[src/rtl/stcws_pkg.sv]
`timescale 1ns / 1ps
// Shared constants and types for the comment and whitespace stripper.
// Used by the top level and by its port checker. Depends on nothing else.
package stcws_pkg;

	localparam int MAX_LINE_CHARS_DEF = 2048;

	// Number of result slots that one input byte can fill.
	localparam int RES_SLOTS = 4;
	localparam int RES_CNT_W = 3;
	localparam int RES_IDX_W = 2;

	localparam logic [7:0] CH_SLASH  = 8'h2F;
	localparam logic [7:0] CH_STAR   = 8'h2A;
	localparam logic [7:0] CH_BSLASH = 8'h5C;
	localparam logic [7:0] CH_DQUOTE = 8'h22;
	localparam logic [7:0] CH_SQUOTE = 8'h27;
	localparam logic [7:0] CH_CR     = 8'h0D;
	localparam logic [7:0] CH_LF     = 8'h0A;
	localparam logic [7:0] CH_SPACE  = 8'h20;
	localparam logic [7:0] CH_TAB    = 8'h09;
	localparam logic [7:0] CH_NUL    = 8'h00;

	typedef enum logic [3:0] {
		LEX_CODE  = 4'b0001,
		LEX_STR   = 4'b0010,
		LEX_LINE  = 4'b0100,
		LEX_BLOCK = 4'b1000
	} lex_mode_t;

	// Result bytes gathered while one input byte is processed.
	typedef struct packed {
		logic [RES_SLOTS-1:0][7:0] ch;
		logic [RES_CNT_W-1:0]      n;
	} res_list_t;

endpackage

[src/rtl/shader_text_comment_whitespace_stripper_top.sv]
`timescale 1ns / 1ps
// The first result of a byte is registered and appears in the cycle after its input transfer.
// Throughput: one byte per cycle while each byte yields at most one result and the output is
// not stalled; a byte that yields more holds the input until the single result register has
// drained them, one result per cycle while m_tready is high. Up to four results per byte.
// Reset (arst_n low, asynchronous): lexer and line state return to code mode, no result held.
// Top level of the comment and whitespace stripper; uses stcws_pkg.
module shader_text_comment_whitespace_stripper_top #(
	parameter int MAX_LINE_CHARS = stcws_pkg::MAX_LINE_CHARS_DEF
) (
	input  logic       clk,
	input  logic       arst_n,
	input  logic       s_tvalid,
	output logic       s_tready,
	input  logic [7:0] s_tdata,   // [7:0] text_byte
	input  logic       s_tlast,   // final_byte
	output logic       m_tvalid,
	input  logic       m_tready,
	output logic [7:0] m_tdata,   // [7:0] out_char
	output logic [1:0] m_tuser,   // [0] char_valid, [1] stream_done
	output logic       m_tlast    // run_last
);

	localparam int LINE_CNT_W = $clog2(MAX_LINE_CHARS);
	localparam logic [LINE_CNT_W-1:0] LINE_KEEP = LINE_CNT_W'(MAX_LINE_CHARS - 1);

	typedef struct packed {
		logic                  has_content;
		logic                  space_pending;
		logic [LINE_CNT_W-1:0] raw_count;
	} line_t;

	typedef struct packed {
		line_t      line;
		logic [1:0] n;
		logic [7:0] c0;
		logic [7:0] c1;
	} shape_t;

	// Line shaping of one comment-free character: yields up to two bytes.
	function automatic shape_t shape(line_t ln, logic [7:0] c);
		shape_t r;
		r.line = ln;
		r.n    = 2'd0;
		r.c0   = stcws_pkg::CH_NUL;
		r.c1   = stcws_pkg::CH_NUL;
		if (c == stcws_pkg::CH_CR || c == stcws_pkg::CH_LF) begin
			if (ln.has_content) begin
				r.n  = 2'd1;
				r.c0 = stcws_pkg::CH_LF;
			end
			r.line.has_content   = 1'b0;
			r.line.space_pending = 1'b0;
			r.line.raw_count     = '0;
		end else if (ln.raw_count < LINE_KEEP) begin
			r.line.raw_count = ln.raw_count + 1'b1;
			if (c == stcws_pkg::CH_SPACE || c == stcws_pkg::CH_TAB) begin
				if (ln.has_content) begin
					r.line.space_pending = 1'b1;
				end
			end else begin
				if (ln.space_pending) begin
					r.n  = 2'd2;
					r.c0 = stcws_pkg::CH_SPACE;
					r.c1 = c;
				end else begin
					r.n  = 2'd1;
					r.c0 = c;
				end
				r.line.space_pending = 1'b0;
				r.line.has_content   = 1'b1;
			end
		end
		return r;
	endfunction

	// Appends up to two bytes to the result list; bytes beyond the last slot are lost.
	function automatic stcws_pkg::res_list_t push(stcws_pkg::res_list_t l, logic [1:0] n,
			logic [7:0] c0, logic [7:0] c1);
		stcws_pkg::res_list_t r;
		r = l;
		for (int i = 0; i < 2; i++) begin
			if (2'(i) < n && r.n < stcws_pkg::RES_CNT_W'(stcws_pkg::RES_SLOTS)) begin
				r.ch[r.n[stcws_pkg::RES_IDX_W-1:0]] = (i == 0) ? c0 : c1;
				r.n = r.n + 1'b1;
			end
		end
		return r;
	endfunction

	// Lexer and line state.
	stcws_pkg::lex_mode_t mode_q, mode_d;
	logic  quote_dq_q, quote_dq_d;
	logic  escape_q, escape_d;
	logic  slash_q, slash_d;
	logic  star_q, star_d;
	line_t line_q, line_d;

	// Result register.
	logic [stcws_pkg::RES_SLOTS-1:0][7:0] out_ch_q;
	logic [stcws_pkg::RES_CNT_W-1:0]      out_cnt_q;
	logic [stcws_pkg::RES_IDX_W-1:0]      out_idx_q;
	logic                                 out_busy_q;
	logic                                 out_fin_q;
	logic                                 out_empty_q;

	stcws_pkg::res_list_t lst;
	logic       in_xfer;
	logic       out_xfer;
	logic       out_last;
	logic       drain_last;
	logic       load;
	logic [7:0] c;

	assign c          = s_tdata;
	assign out_last   = ({1'b0, out_idx_q} + 1'b1) == out_cnt_q;
	assign out_xfer   = m_tvalid && m_tready;
	assign drain_last = out_xfer && out_last;
	assign s_tready   = !out_busy_q || drain_last;
	assign in_xfer    = s_tvalid && s_tready;
	assign load       = in_xfer && (lst.n != '0 || s_tlast);

	always_comb begin
		shape_t sr;
		logic   do_code;
		mode_d     = mode_q;
		quote_dq_d = quote_dq_q;
		escape_d   = escape_q;
		slash_d    = slash_q;
		star_d     = star_q;
		line_d     = line_q;
		lst        = '0;
		do_code    = 1'b0;
		sr         = '0;
		case (mode_q)
			stcws_pkg::LEX_STR: begin
				sr     = shape(line_d, c);
				line_d = sr.line;
				lst    = push(lst, sr.n, sr.c0, sr.c1);
				if (escape_q) begin
					escape_d = 1'b0;
				end else if (c == stcws_pkg::CH_BSLASH) begin
					escape_d = 1'b1;
				end else if (c == (quote_dq_q ? stcws_pkg::CH_DQUOTE : stcws_pkg::CH_SQUOTE)) begin
					mode_d = stcws_pkg::LEX_CODE;
				end
			end
			stcws_pkg::LEX_LINE: begin
				if (c == stcws_pkg::CH_CR || c == stcws_pkg::CH_LF) begin
					mode_d = stcws_pkg::LEX_CODE;
					sr     = shape(line_d, c);
					line_d = sr.line;
					lst    = push(lst, sr.n, sr.c0, sr.c1);
				end
			end
			stcws_pkg::LEX_BLOCK: begin
				if (star_q && c == stcws_pkg::CH_SLASH) begin
					mode_d = stcws_pkg::LEX_CODE;
					star_d = 1'b0;
				end else begin
					star_d = (c == stcws_pkg::CH_STAR);
				end
			end
			default: begin
				if (slash_q) begin
					slash_d = 1'b0;
					if (c == stcws_pkg::CH_SLASH) begin
						mode_d = stcws_pkg::LEX_LINE;
						sr     = shape(line_d, stcws_pkg::CH_LF);
						line_d = sr.line;
						lst    = push(lst, sr.n, sr.c0, sr.c1);
					end else if (c == stcws_pkg::CH_STAR) begin
						mode_d = stcws_pkg::LEX_BLOCK;
						star_d = 1'b0;
						sr     = shape(line_d, stcws_pkg::CH_SPACE);
						line_d = sr.line;
						lst    = push(lst, sr.n, sr.c0, sr.c1);
					end else begin
						// The held slash was plain text after all.
						sr      = shape(line_d, stcws_pkg::CH_SLASH);
						line_d  = sr.line;
						lst     = push(lst, sr.n, sr.c0, sr.c1);
						do_code = 1'b1;
					end
				end else begin
					do_code = 1'b1;
				end
				if (do_code) begin
					if (c == stcws_pkg::CH_SLASH) begin
						slash_d = 1'b1;
					end else begin
						if (c == stcws_pkg::CH_DQUOTE || c == stcws_pkg::CH_SQUOTE) begin
							mode_d     = stcws_pkg::LEX_STR;
							quote_dq_d = (c == stcws_pkg::CH_DQUOTE);
							escape_d   = 1'b0;
						end
						sr     = shape(line_d, c);
						line_d = sr.line;
						lst    = push(lst, sr.n, sr.c0, sr.c1);
					end
				end
			end
		endcase

		if (s_tlast) begin
			if (slash_d) begin
				sr     = shape(line_d, stcws_pkg::CH_SLASH);
				line_d = sr.line;
				lst    = push(lst, sr.n, sr.c0, sr.c1);
			end
			if (line_d.has_content) begin
				lst = push(lst, 2'd1, stcws_pkg::CH_LF, stcws_pkg::CH_NUL);
			end
			// The end of a stream closes everything that is open.
			mode_d     = stcws_pkg::LEX_CODE;
			quote_dq_d = 1'b0;
			escape_d   = 1'b0;
			slash_d    = 1'b0;
			star_d     = 1'b0;
			line_d     = '0;
		end
	end

	always_ff @(posedge clk or negedge arst_n) begin
		if (!arst_n) begin
			mode_q     <= stcws_pkg::LEX_CODE;
			quote_dq_q <= 1'b0;
			escape_q   <= 1'b0;
			slash_q    <= 1'b0;
			star_q     <= 1'b0;
			line_q     <= '0;
		end else if (in_xfer) begin
			mode_q     <= mode_d;
			quote_dq_q <= quote_dq_d;
			escape_q   <= escape_d;
			slash_q    <= slash_d;
			star_q     <= star_d;
			line_q     <= line_d;
		end
	end

	always_ff @(posedge clk or negedge arst_n) begin
		if (!arst_n) begin
			out_busy_q  <= 1'b0;
			out_idx_q   <= '0;
			out_cnt_q   <= '0;
			out_fin_q   <= 1'b0;
			out_empty_q <= 1'b0;
		end else if (load) begin
			out_busy_q  <= 1'b1;
			out_idx_q   <= '0;
			out_fin_q   <= s_tlast;
			// A final byte with nothing to show still leaves one empty end marker.
			out_empty_q <= (lst.n == '0);
			out_cnt_q   <= (lst.n == '0) ? stcws_pkg::RES_CNT_W'(1) : lst.n;
		end else if (drain_last) begin
			out_busy_q <= 1'b0;
		end else if (out_xfer) begin
			out_idx_q <= out_idx_q + 1'b1;
		end
	end

	always_ff @(posedge clk) begin
		if (load) begin
			out_ch_q <= lst.ch;
		end
	end

	assign m_tvalid   = out_busy_q;
	assign m_tdata    = out_empty_q ? stcws_pkg::CH_NUL : out_ch_q[out_idx_q];
	assign m_tlast    = out_last;
	assign m_tuser[0] = !out_empty_q;
	assign m_tuser[1] = out_last && out_fin_q;

endmodule

[config.mk]
export PLATFORM = sky130hd
export DESIGN_NAME = shader_text_comment_whitespace_stripper_top
export DESIGN_NICKNAME = d
export VERILOG_FILES = /design/src/rtl/stcws_pkg.sv /design/src/rtl/shader_text_comment_whitespace_stripper_top.sv
export SDC_FILE = /design/constraint.sdc
export NUM_CORES = 1
export LEC_CHECK = 0
export BUFFER_PORTS_ARGS = -buffer_cell sky130_fd_sc_hd__buf_2
export CAP_MARGIN = 20
export CORE_MARGIN = 2
export CORE_UTILIZATION = 35
export DETAILED_ROUTE_END_ITERATION = 10
export GPL_ROUTABILITY_DRIVEN = 0
export PLACE_DENSITY = 0.6
export SYNTH_ARGS = -nofsm -noshare
export SYNTH_HDL_FRONTEND = slang
export SYNTH_SLANG_ARGS = --single-unit
[constraint.sdc]
create_clock -name clk -period 5.85 [get_ports clk]
set_clock_uncertainty 0.15 [all_clocks]
set_input_delay 0.585 -clock clk [delete_from_list [all_inputs] [get_ports clk]]
set_output_delay 0.585 -clock clk [all_outputs]
set_load 0.05 [all_outputs]
======== Yosys cells after proc, flatten, opt, wreduce, memory -nomap -nowiden ========
Index checks and enable logic that the tools add are counted.
cells by class
  add/sub/neg operators ................... 15
  magnitude comparators ................... 48
  eq/ne operators ......................... 26
  multiplexer cells ....................... 190
  bitwise operators ....................... 3
  reductions and logical operators ........ 50
operators by type and width
  cell                   count
  $mux 35                26
  $mux 31                14
  $bwmux 32              9
  $mux 23                11
  $mux 11                19
  $mux 8                 25
  $demux 8 s2            10
  $mux 13                10
  $pmux 35 s3            1
  $mux 4                 12
  $eq 8x6->1 const B     5
  $mux 10                4
  $pmux 13 s3            1
  $mux 18                2
  $add 11x1->11 const B  3
  $lt 11x11->1 const B   3
  $lt 2x3->1 const B     11
  $mux 1                 32
  $add 3x1->3 const B    10
  $lt 3x3->1 const B     10
  $mux 30                1
  $lt 1x2->1 const A     14
  $logic_and 1x1->1      25
  $and 24x24->24         1
  other kinds (33)       73
word-level totals
  flip-flop bits (word level) ............. 61
  input port bits ......................... 13
  output and inout bits ................... 13
  logic and storage cells ................. 349

======== Depth between registers and ports, before layout ========
Gate-level depths: netlist of the first run.
  word-level depth ........................ 70
  gate-level depth with buffers ........... 28
  gate-level depth less buffers ........... 26

======== Worst setup path after synthesis of the first run ========
No wires, ideal clock.
  path type ............................... input to register
  start ................................... input s_tdata[4]
  end ..................................... register out_cnt_q[0] in the netlist's numbering
  library setup time ...................... 0.132 ns
  arrival ................................. 5.462 ns
  data required time ...................... 5.568 ns
  setup slack ............................. 0.106 ns
  stages .................................. 25
  buffers on the path ..................... 2
  path through ............................ or4b_1 > buf_4 > nor2_4 > nor2_2 > a32oi_1 > nor3_2 > buf_4 > a21oi_2 > nor3_1 > a21oi_1 > inv_1 > ha_1 > a31oi_1 > o31ai_2 > ha_1 > nor2_1 > a21oi_1 > ha_1 > mux2_1 > or3_1 > and2_4 > ha_1 > and4b_1 > o31ai_1 > a21oi_1
between the ends
  word-level cells in the longest chain between the ends .. 41
ends and longest elaborated chain
  item                                                   line                                                RTL
  start: declaration                                     shader_text_comment_whitespace_stripper_top.sv:15   input logic [7:0] s_tdata,
  branches (longest 37 deep; another with $lt 11x11->1)  --
  $mux 35 *                                              shader_text_comment_whitespace_stripper_top.sv:205  if (s_tlast) begin
  $reduce_bool 3->1                                      shader_text_comment_whitespace_stripper_top.sv:121  assign load = in_xfer && (lst.n != '0 || s_tlast);
  $logic_or 1x1->1                                       shader_text_comment_whitespace_stripper_top.sv:121
  $logic_and 1x1->1                                      shader_text_comment_whitespace_stripper_top.sv:121
  end signal: assignment                                 shader_text_comment_whitespace_stripper_top.sv:255  out_cnt_q <= (lst.n == '0) ? stcws_pkg::RES_CNT_W'(1) : lst.n;
  end: declaration                                       shader_text_comment_whitespace_stripper_top.sv:101  logic [stcws_pkg::RES_CNT_W-1:0] out_cnt_q;
Mark *: on every way between the ends. The select of a mux whose other input is x is not followed.
A chain may end at the register's enable or synchronous reset.

==> results of run 1 <==
## report_power, final
group,total [mW],leakage (nW),internal [mW],switching [mW]
combinational,1.14,2.36,0.401,0.740
sequential,0.718,0.662,0.595,0.123
clock,0.586,0.156,0.375,0.211
total,2.44,3.18,1.37,1.07
## synthesized netlist by cell type (4+ instances only)
| library cell | count |
|---|---|
| nand2_1 | 85 |
| nor2_1 | 75 |
| a21oi_1 | 72 |
| o21ai_0 | 48 |
| clkbuf_1 | 36 |
| edfxtp_1 | 32 |
| dfrtp_1 | 28 |
| nor3_1 | 24 |
| ha_1 | 23 |
| nand3_1 | 23 |
| a31oi_1 | 21 |
| and2_1 | 21 |
| a22o_1 | 20 |
| inv_1 | 20 |
| a211oi_1 | 11 |
| and3_1 | 11 |
| nand4_1 | 11 |
| a21o_1 | 10 |
| o22ai_1 | 9 |
| buf_2 | 8 |
| mux4_2 | 8 |
| nor3b_1 | 8 |
| o21a_1 | 8 |
| a22oi_1 | 7 |
| buf_4 | 7 |
| nand2b_1 | 7 |
| nor4_1 | 7 |
| nor2b_1 | 6 |
| a221oi_1 | 5 |
| nand3b_1 | 5 |
| or3_1 | 5 |
| xnor2_1 | 5 |
| xor2_1 | 5 |
| a32oi_1 | 4 |
| nor3_2 | 4 |
| o211ai_1 | 4 |
| o21ai_1 | 4 |
| o221ai_1 | 4 |
| or2_2 | 4 |
## worst max-delay path: cells and delay by family, from the launching register on
kind | cells | cell delay, ps
flip-flops | 1 | 400
multiplexers | 1 | 300
adder cells (fa/ha/maj) | 3 | 600
XOR/XNOR | 1 | 180
AND/OR/NAND/NOR | 10 | 2200
AO/OA/AOI/OAI | 4 | 980
buffers and inverters | 4 | 580
## placed cells by master, fill, tap and decap left out, types with 7 or more instances in the layout
cell type  count
o21ai_0       45
o22ai_1        8
nor2_1        72
a22o_1        20
buf_4        114
mux4_2         8
a211oi_1      11
edfxtp_1      32
nand4_1       11
dfrtp_1       25
buf_2         25
clkbuf_16      9
a21oi_1       69
and2_1        21
ha_1          22
a21o_1        10
nor3b_1        8
nor3_1        24
a31oi_1       21
a22oi_1        7
o21a_1         8
and3_1        11
inv_1         20
nand3_1       23
nand2_1       85
## timing repair
item / in CTS / in global routing
hold buffers: 0 / 0
endpoints found under the hold margin: 0 / 0
resized for setup: 0 / 25
buffers inserted: 0 / 5
setup endpoints to repair: 0 / 30
## flip-flops by register name, indices dropped and copies added (netlist names)
| name | flops |
|---|---|
| escape_q | 1 |
| quote_dq_q | 1 |
| out_idx_q | 2 |
| out_cnt_q | 3 |
| line_q | 13 |
| m_tvalid | 1 |
| star_q | 1 |
| slash_q | 1 |
| out_empty_q | 1 |
| out_ch_q | 32 |
| mode_q | 4 |
| out_fin_q | 1 |
## cells by family (layout without fill, tap and decap cells)
logic type,count (synthesis),after routing,share of synthesized area [%]
xor+xnor,10,10,1.39
fa+ha+maj,23,23,4.57
simple gates,321,321,26.3
mux,13,13,3.69
compound gates,285,285,31.7
buf+inv,80,182,5.60
flops,61,61,26.8
## metal layers
metal / share of wire, % / GRT usage (%) / vias up
met1: 44 / 33.1 / 3283
met3: 9.3 / 4.54 / 54
met4: 2.7 / 7.47 / 0
li1: - / - / 3211
met5: 0 / 0 / -
met2: 44 / 36.5 / 370
## area by class of cell
class	count	area [um2]
Clock inverter	7	98.8
Clock buffer	9	225
Sequential cell	61	1690
Fill cell	1743	10100
Inverter	24	90.1
Multi-Input combinational cell	652	4340
Timing Repair Buffer	142	1020
Tap cell	229	287
## metrics by stage
stage	cell area [um2]	TNS (ps)	total power [mW]	cells
6_report	7760	0	2.44	1124
3_5_place_dp	7320	-863	1.83	1103
4_1_cts	7640	0	2.41	1119
3_3_place_gp	7320	-248	1.82	1103
5_1_grt	7760	-636	2.58	1124
2_1_floorplan	6300	0	1.52	793
## final timing paths
kind	endpoint	depth (start not counted)	slack, ps
hold reg to reg	out_cnt_q[2]	2	360
min in group clk	out_cnt_q[2]	2	360
setup reg to reg	out_ch_q[0]	23	190
hold / removal	line_q[1]	1	150
max in group asynchronous	line_q[4]	1	4900
setup / recovery	out_ch_q[0]	23	190
==> impl_metrics.tcl, run 1 <==
set metrics [dict create \
    syn-cell-area_um2 6300 \
    path_clk_slew_ps 60 \
    min_path_type "in -> async" \
    crit_type "reg -> reg" \
    cts_tree "yes" \
    slowest_delay_ps 410 \
    drv_slew 0 \
    worst_ir_drop_vdd_mv 0.437 \
    postRouteWirelength_mm 22.9 \
    yosysTopAreaCellShare_pct 15.2 \
    yosys_warnings 0 \
    syn_nets 829 \
    grt_pass1_wl_mm 36.0 \
    synth_area_leaders "edfxtp_1 (15%), dfrtp_1 (11%), a21oi_1 (5.7%)" \
    final_nets 926 \
    setup_viol_count_final 0 \
    max_freq_ghz 0.177 \
    leakage_nw 3.18 \
    crit_path_top_delay_cell "a221o_2" \
    fin_crit_sh_pct 96.8 \
    ios 26 \
    clock_latency_ps 330 \
    worstPathArrival_ps 5590 \
    dr.pass1.iters 6 \
    max_cap_violations 0 \
    hold_ws_ps 152 \
    critPathCaptureType "register" \
    place_ws_ps -98.2 \
    numCtsBuffers 9 \
    rows 49 \
    status "finished clean" \
    cts.sinks 61 \
    htree_levels 3 \
    synth_top_area_cell "edfxtp_1" \
    async_reset_ff_share_pct 47.5 \
    cp-start-kind "register" \
    cts_buffer_depth 2 \
    start_util_pct 35.3 \
    vias 6918 \
    min_period_ps 5660 \
    syn2layout_area_growth_pct 23.1 \
    fin_util_pct 43.5 \
    cp.required_ps 5780 \
    finalWorstSetupSlack_ps 189 \
    ys.flop_type "edfxtp_1" \
    critPathLaunch "line_q[0]" \
    drive_above_1_share_pct 24.9 \
    ant_nets 0 \
    drt_iter0_drc 908 \
    grt_overflow 0 \
    dieWidth_um 138 \
    netlist_instances 793 \
    die-area_um2 19100 \
    ys_ff_latch 61 \
    wl_per_cell_um 20.4 \
    insertedDiodeCount 0 \
    hpwlAfterDp_mm 17.5 \
    ys_seq_area_share_pct 26.8 \
    synth_edf_count 32 \
    synthDistinctLibCells 96 \
    die_h_um 138 \
    grt_max_degree 36 \
    portBuffers 25 \
    timing.slew.headroom_pct 37.6 \
    hold_viol 0 \
    worstPathMaxFanout 9 \
    track_usage_pct 23.5 \
    p_per_area_nw_per_um2 315 \
    core_um2 17800 \
    drc_errors 0 \
    grt_pass1_vias 6464 \
    r2r-start "line_q[0]" \
    syn_area_per_cell_um2 7.95 \
    vias_per_cell 6.15 \
    crit_chain "ha_4 > buf_4 > and4_4 > a31oi_1 > a221o_2 > nor3_4 > buf_4 > buf_4 > nand2_1 > o211ai_1 > nand4_1 > nor3_2 > nand2b_2 > xnor2_1 > ha_1 > mux2_1 > or3_1 > and2_4 > inv_2 > ha_1 > nand4_1 > nand4_1 > o21ai_0" \
    cts-root-buf "clkbuf_16" \
    tightestPinTransition_ps 932 \
    antenna_found_initial 0 \
]
(Power assumes the default switching activity.)
==> inputs of run 2 (changes only) <==
--- a/config.mk
+++ b/config.mk
@@ -5,10 +5,12 @@
 export SDC_FILE = /design/constraint.sdc
 export NUM_CORES = 1
 export LEC_CHECK = 0
+export ABC_AREA = 1
 export BUFFER_PORTS_ARGS = -buffer_cell sky130_fd_sc_hd__buf_2
 export CAP_MARGIN = 20
 export CORE_MARGIN = 2
 export CORE_UTILIZATION = 35
+export CTS_BUF_LIST = sky130_fd_sc_hd__clkbuf_4
 export DETAILED_ROUTE_END_ITERATION = 10
 export GPL_ROUTABILITY_DRIVEN = 0
 export PLACE_DENSITY = 0.6
==> impl_metrics.tcl, run 2 <==
set metrics [dict create \
    crit_type "reg -> reg" \
    cp-start-kind "register" \
    postRouteWirelength_mm 21.4 \
    wl_per_cell_um 16.8 \
    power_frac_seq_pct 22.4 \
    cts_buffer_depth 2 \
    max_cap_violations 0 \
    leakage_nw 3.48 \
    die-area_um2 19200 \
    core_um2 17800 \
    dp.cells 1253 \
    rows 49 \
    swShare_pct 53.4 \
    cts_hold_buf 0 \
    max_freq_ghz 0.183 \
    critPathCaptureType "register" \
    grt_max_degree 35 \
    die_h_um 138 \
    synth_top_area_cell "edfxtp_1" \
    fin_util_pct 40.9 \
    grt_overflow 0 \
    path_clk_slew_ps 110 \
    crit_family "simple AND/OR/NAND/NOR gates" \
    synth_edf_count 32 \
    cts.sinks 61 \
    register_area_um2 1690 \
    numCtsBuffers 9 \
    status "finished clean" \
    syn-cell-area_um2 6330 \
    max_flop_register "out_ch_q" \
    hpwlAfterDp_mm 16.7 \
    layout_common_cells "nand2_1 (241), inv_1 (122), nor2_1 (107)" \
    worst_ir_drop_vdd_mv 0.407 \
    vias_per_cell 5.34 \
    htree_levels 3 \
    antenna_found_initial 1 \
    intPower_mw 1.62 \
    grt_pass1_vias 6330 \
    reg_top3 "out_ch_q x32, line_q x13, mode_q x4" \
    drive_above_1_share_pct 19.4 \
    cp.required_ps 5880 \
    cts-root-buf "clkbuf_4" \
    yosys_warnings 0 \
    start_util_pct 35.5 \
    yosysTopAreaCellShare_pct 15.2 \
    cts_tree "yes" \
    tightestPinTransition_ps 788 \
    min_path_type "in -> async" \
    final_nets 1077 \
    pwr-share-comb_pct 66.3 \
    ys.flop_type "edfxtp_1" \
    drv_slew 0 \
    dr.pass1.iters 7 \
    p_per_area_nw_per_um2 476 \
    synth_area_leaders "edfxtp_1 (15%), nand2_1 (14%), dfrtp_1 (11%)" \
    setup_viol_count_final 0 \
    crit_path_top_delay_cell "dfrtp_2" \
    ios 26 \
    syn_nets 1006 \
    vias 6815 \
    ant_nets 0 \
    crit_top_cell "nand2_1" \
    stdcell_count 1276 \
    slowest_delay_ps 470 \
    p_sw_mw 1.86 \
    clock_latency_ps 450 \
    drt_iter0_drc 794 \
    multi_input_area_um2 4010 \
    syn2layout_area_growth_pct 15.4 \
    timing.slew.headroom_pct 46.9 \
    worstPathArrival_ps 5480 \
    track_usage_pct 22.2 \
    largest_register_ffs 32 \
    fin_crit_sh_pct 93.2 \
    synth.most_common_cell "nand2_1" \
    layout_commonest_cell "nand2_1" \
    nFillCells 1859 \
    dieWidth_um 138 \
    drc_errors 0 \
    path_buf_inv 7 \
    hold_viol 0 \
    syn_area_per_cell_um2 6.52 \
    grt_pass1_wl_mm 34.0 \
    synthDistinctLibCells 60 \
    min_period_ps 5450 \
    portBuffers 25 \
    netlist_instances 970 \
    ys_top_cells_by_count "nand2_1 (242), inv_1 (124), nor2_1 (110), o21ai_0 (84), nand3_1 (73)" \
    clkPwrFrac_pct 11.3 \
    async_reset_ff_share_pct 47.5 \
    worstPathMaxFanout 34 \
    ys_seq_area_share_pct 26.7 \
    ys_ff_latch 61 \
]
[run 2: changes by cell type after synthesis, moves of 24 or more]
cell and delta:
o21ai_0 +36, nor2_1 +35, nand3_1 +50, clkbuf_1 -24
nand2_1 +157, inv_1 +104, a21oi_1 -25
[run 2: logic make-up after synthesis]
logic type	count (synthesis)	share of synthesized area, %
fa+ha+maj	23	4.55
simple gates	509	37.4
buf+inv	167	11.1
xor+xnor	5	0.692
compound gates	205	19.6
flops	61	26.7
[run 2: path summary, 6_finish.rpt]
path	slack, ps	start	endpoint	depth (start not counted)
max in group asynchronous	4990	arst_n	line_q[1]	1
max	400	line_q[1]	out_ch_q[23]	33
max reg2reg	400	line_q[1]	out_ch_q[23]	33
min reg2reg	340	out_fin_q	out_fin_q	2
min	40	arst_n	line_q[10]	1
min in group clk	340	out_fin_q	out_fin_q	2
[run 2: final cells by class]
type                       instances  share of cell area (%)
sequential                        61                    23.2
tap                              229                    3.92
inverter                         139                    7.15
clock buffer                      10                    1.03
antenna                            1                  0.0343
clock inverter                     6                    1.41
multi-input combinational        742                    54.9
timing repair buffer              88                    8.41
[run 2: routing by layer]
metal | track usage, % | vias up | share of wire (%)
met4 | 9.45 | 0 | 3.7
met5 | 0 | - | 0
met3 | 3.78 | 55 | 6.5
li1 | - | 3365 | -
met2 | 35.9 | 295 | 46
met1 | 29.3 | 3100 | 44
[run 2: stage by stage]
step                setup WS (ps)  cell area, um2  hold WS [ps]  total power, mW  setup TNS (ps)
floorplan                     139            6330           139             2.36               0
global placement              191            7010           309             3.01               0
detailed placement           97.7            7010           317             3.01               0
CTS                           202            7190          62.1             3.42               0
global route                -10.4            7300          81.2             3.77           -60.0
finish                        400            7300          42.4             3.48               0
[run 2: power groups by stage]
stage	registers, mW	clock network, mW	logic [mW]
floorplan	0.724	0	1.63
global placement	0.779	0	2.23
detailed placement	0.782	0	2.23
CTS	0.771	0.401	2.24
global route	0.798	0.420	2.55
finish	0.778	0.394	2.31
[run 2: what timing repair did]
item | 4_1_cts | 5_1_grt
setup buffers | 0 | 6
setup endpoints to repair | 0 | 56
gates resized for setup | 0 | 22
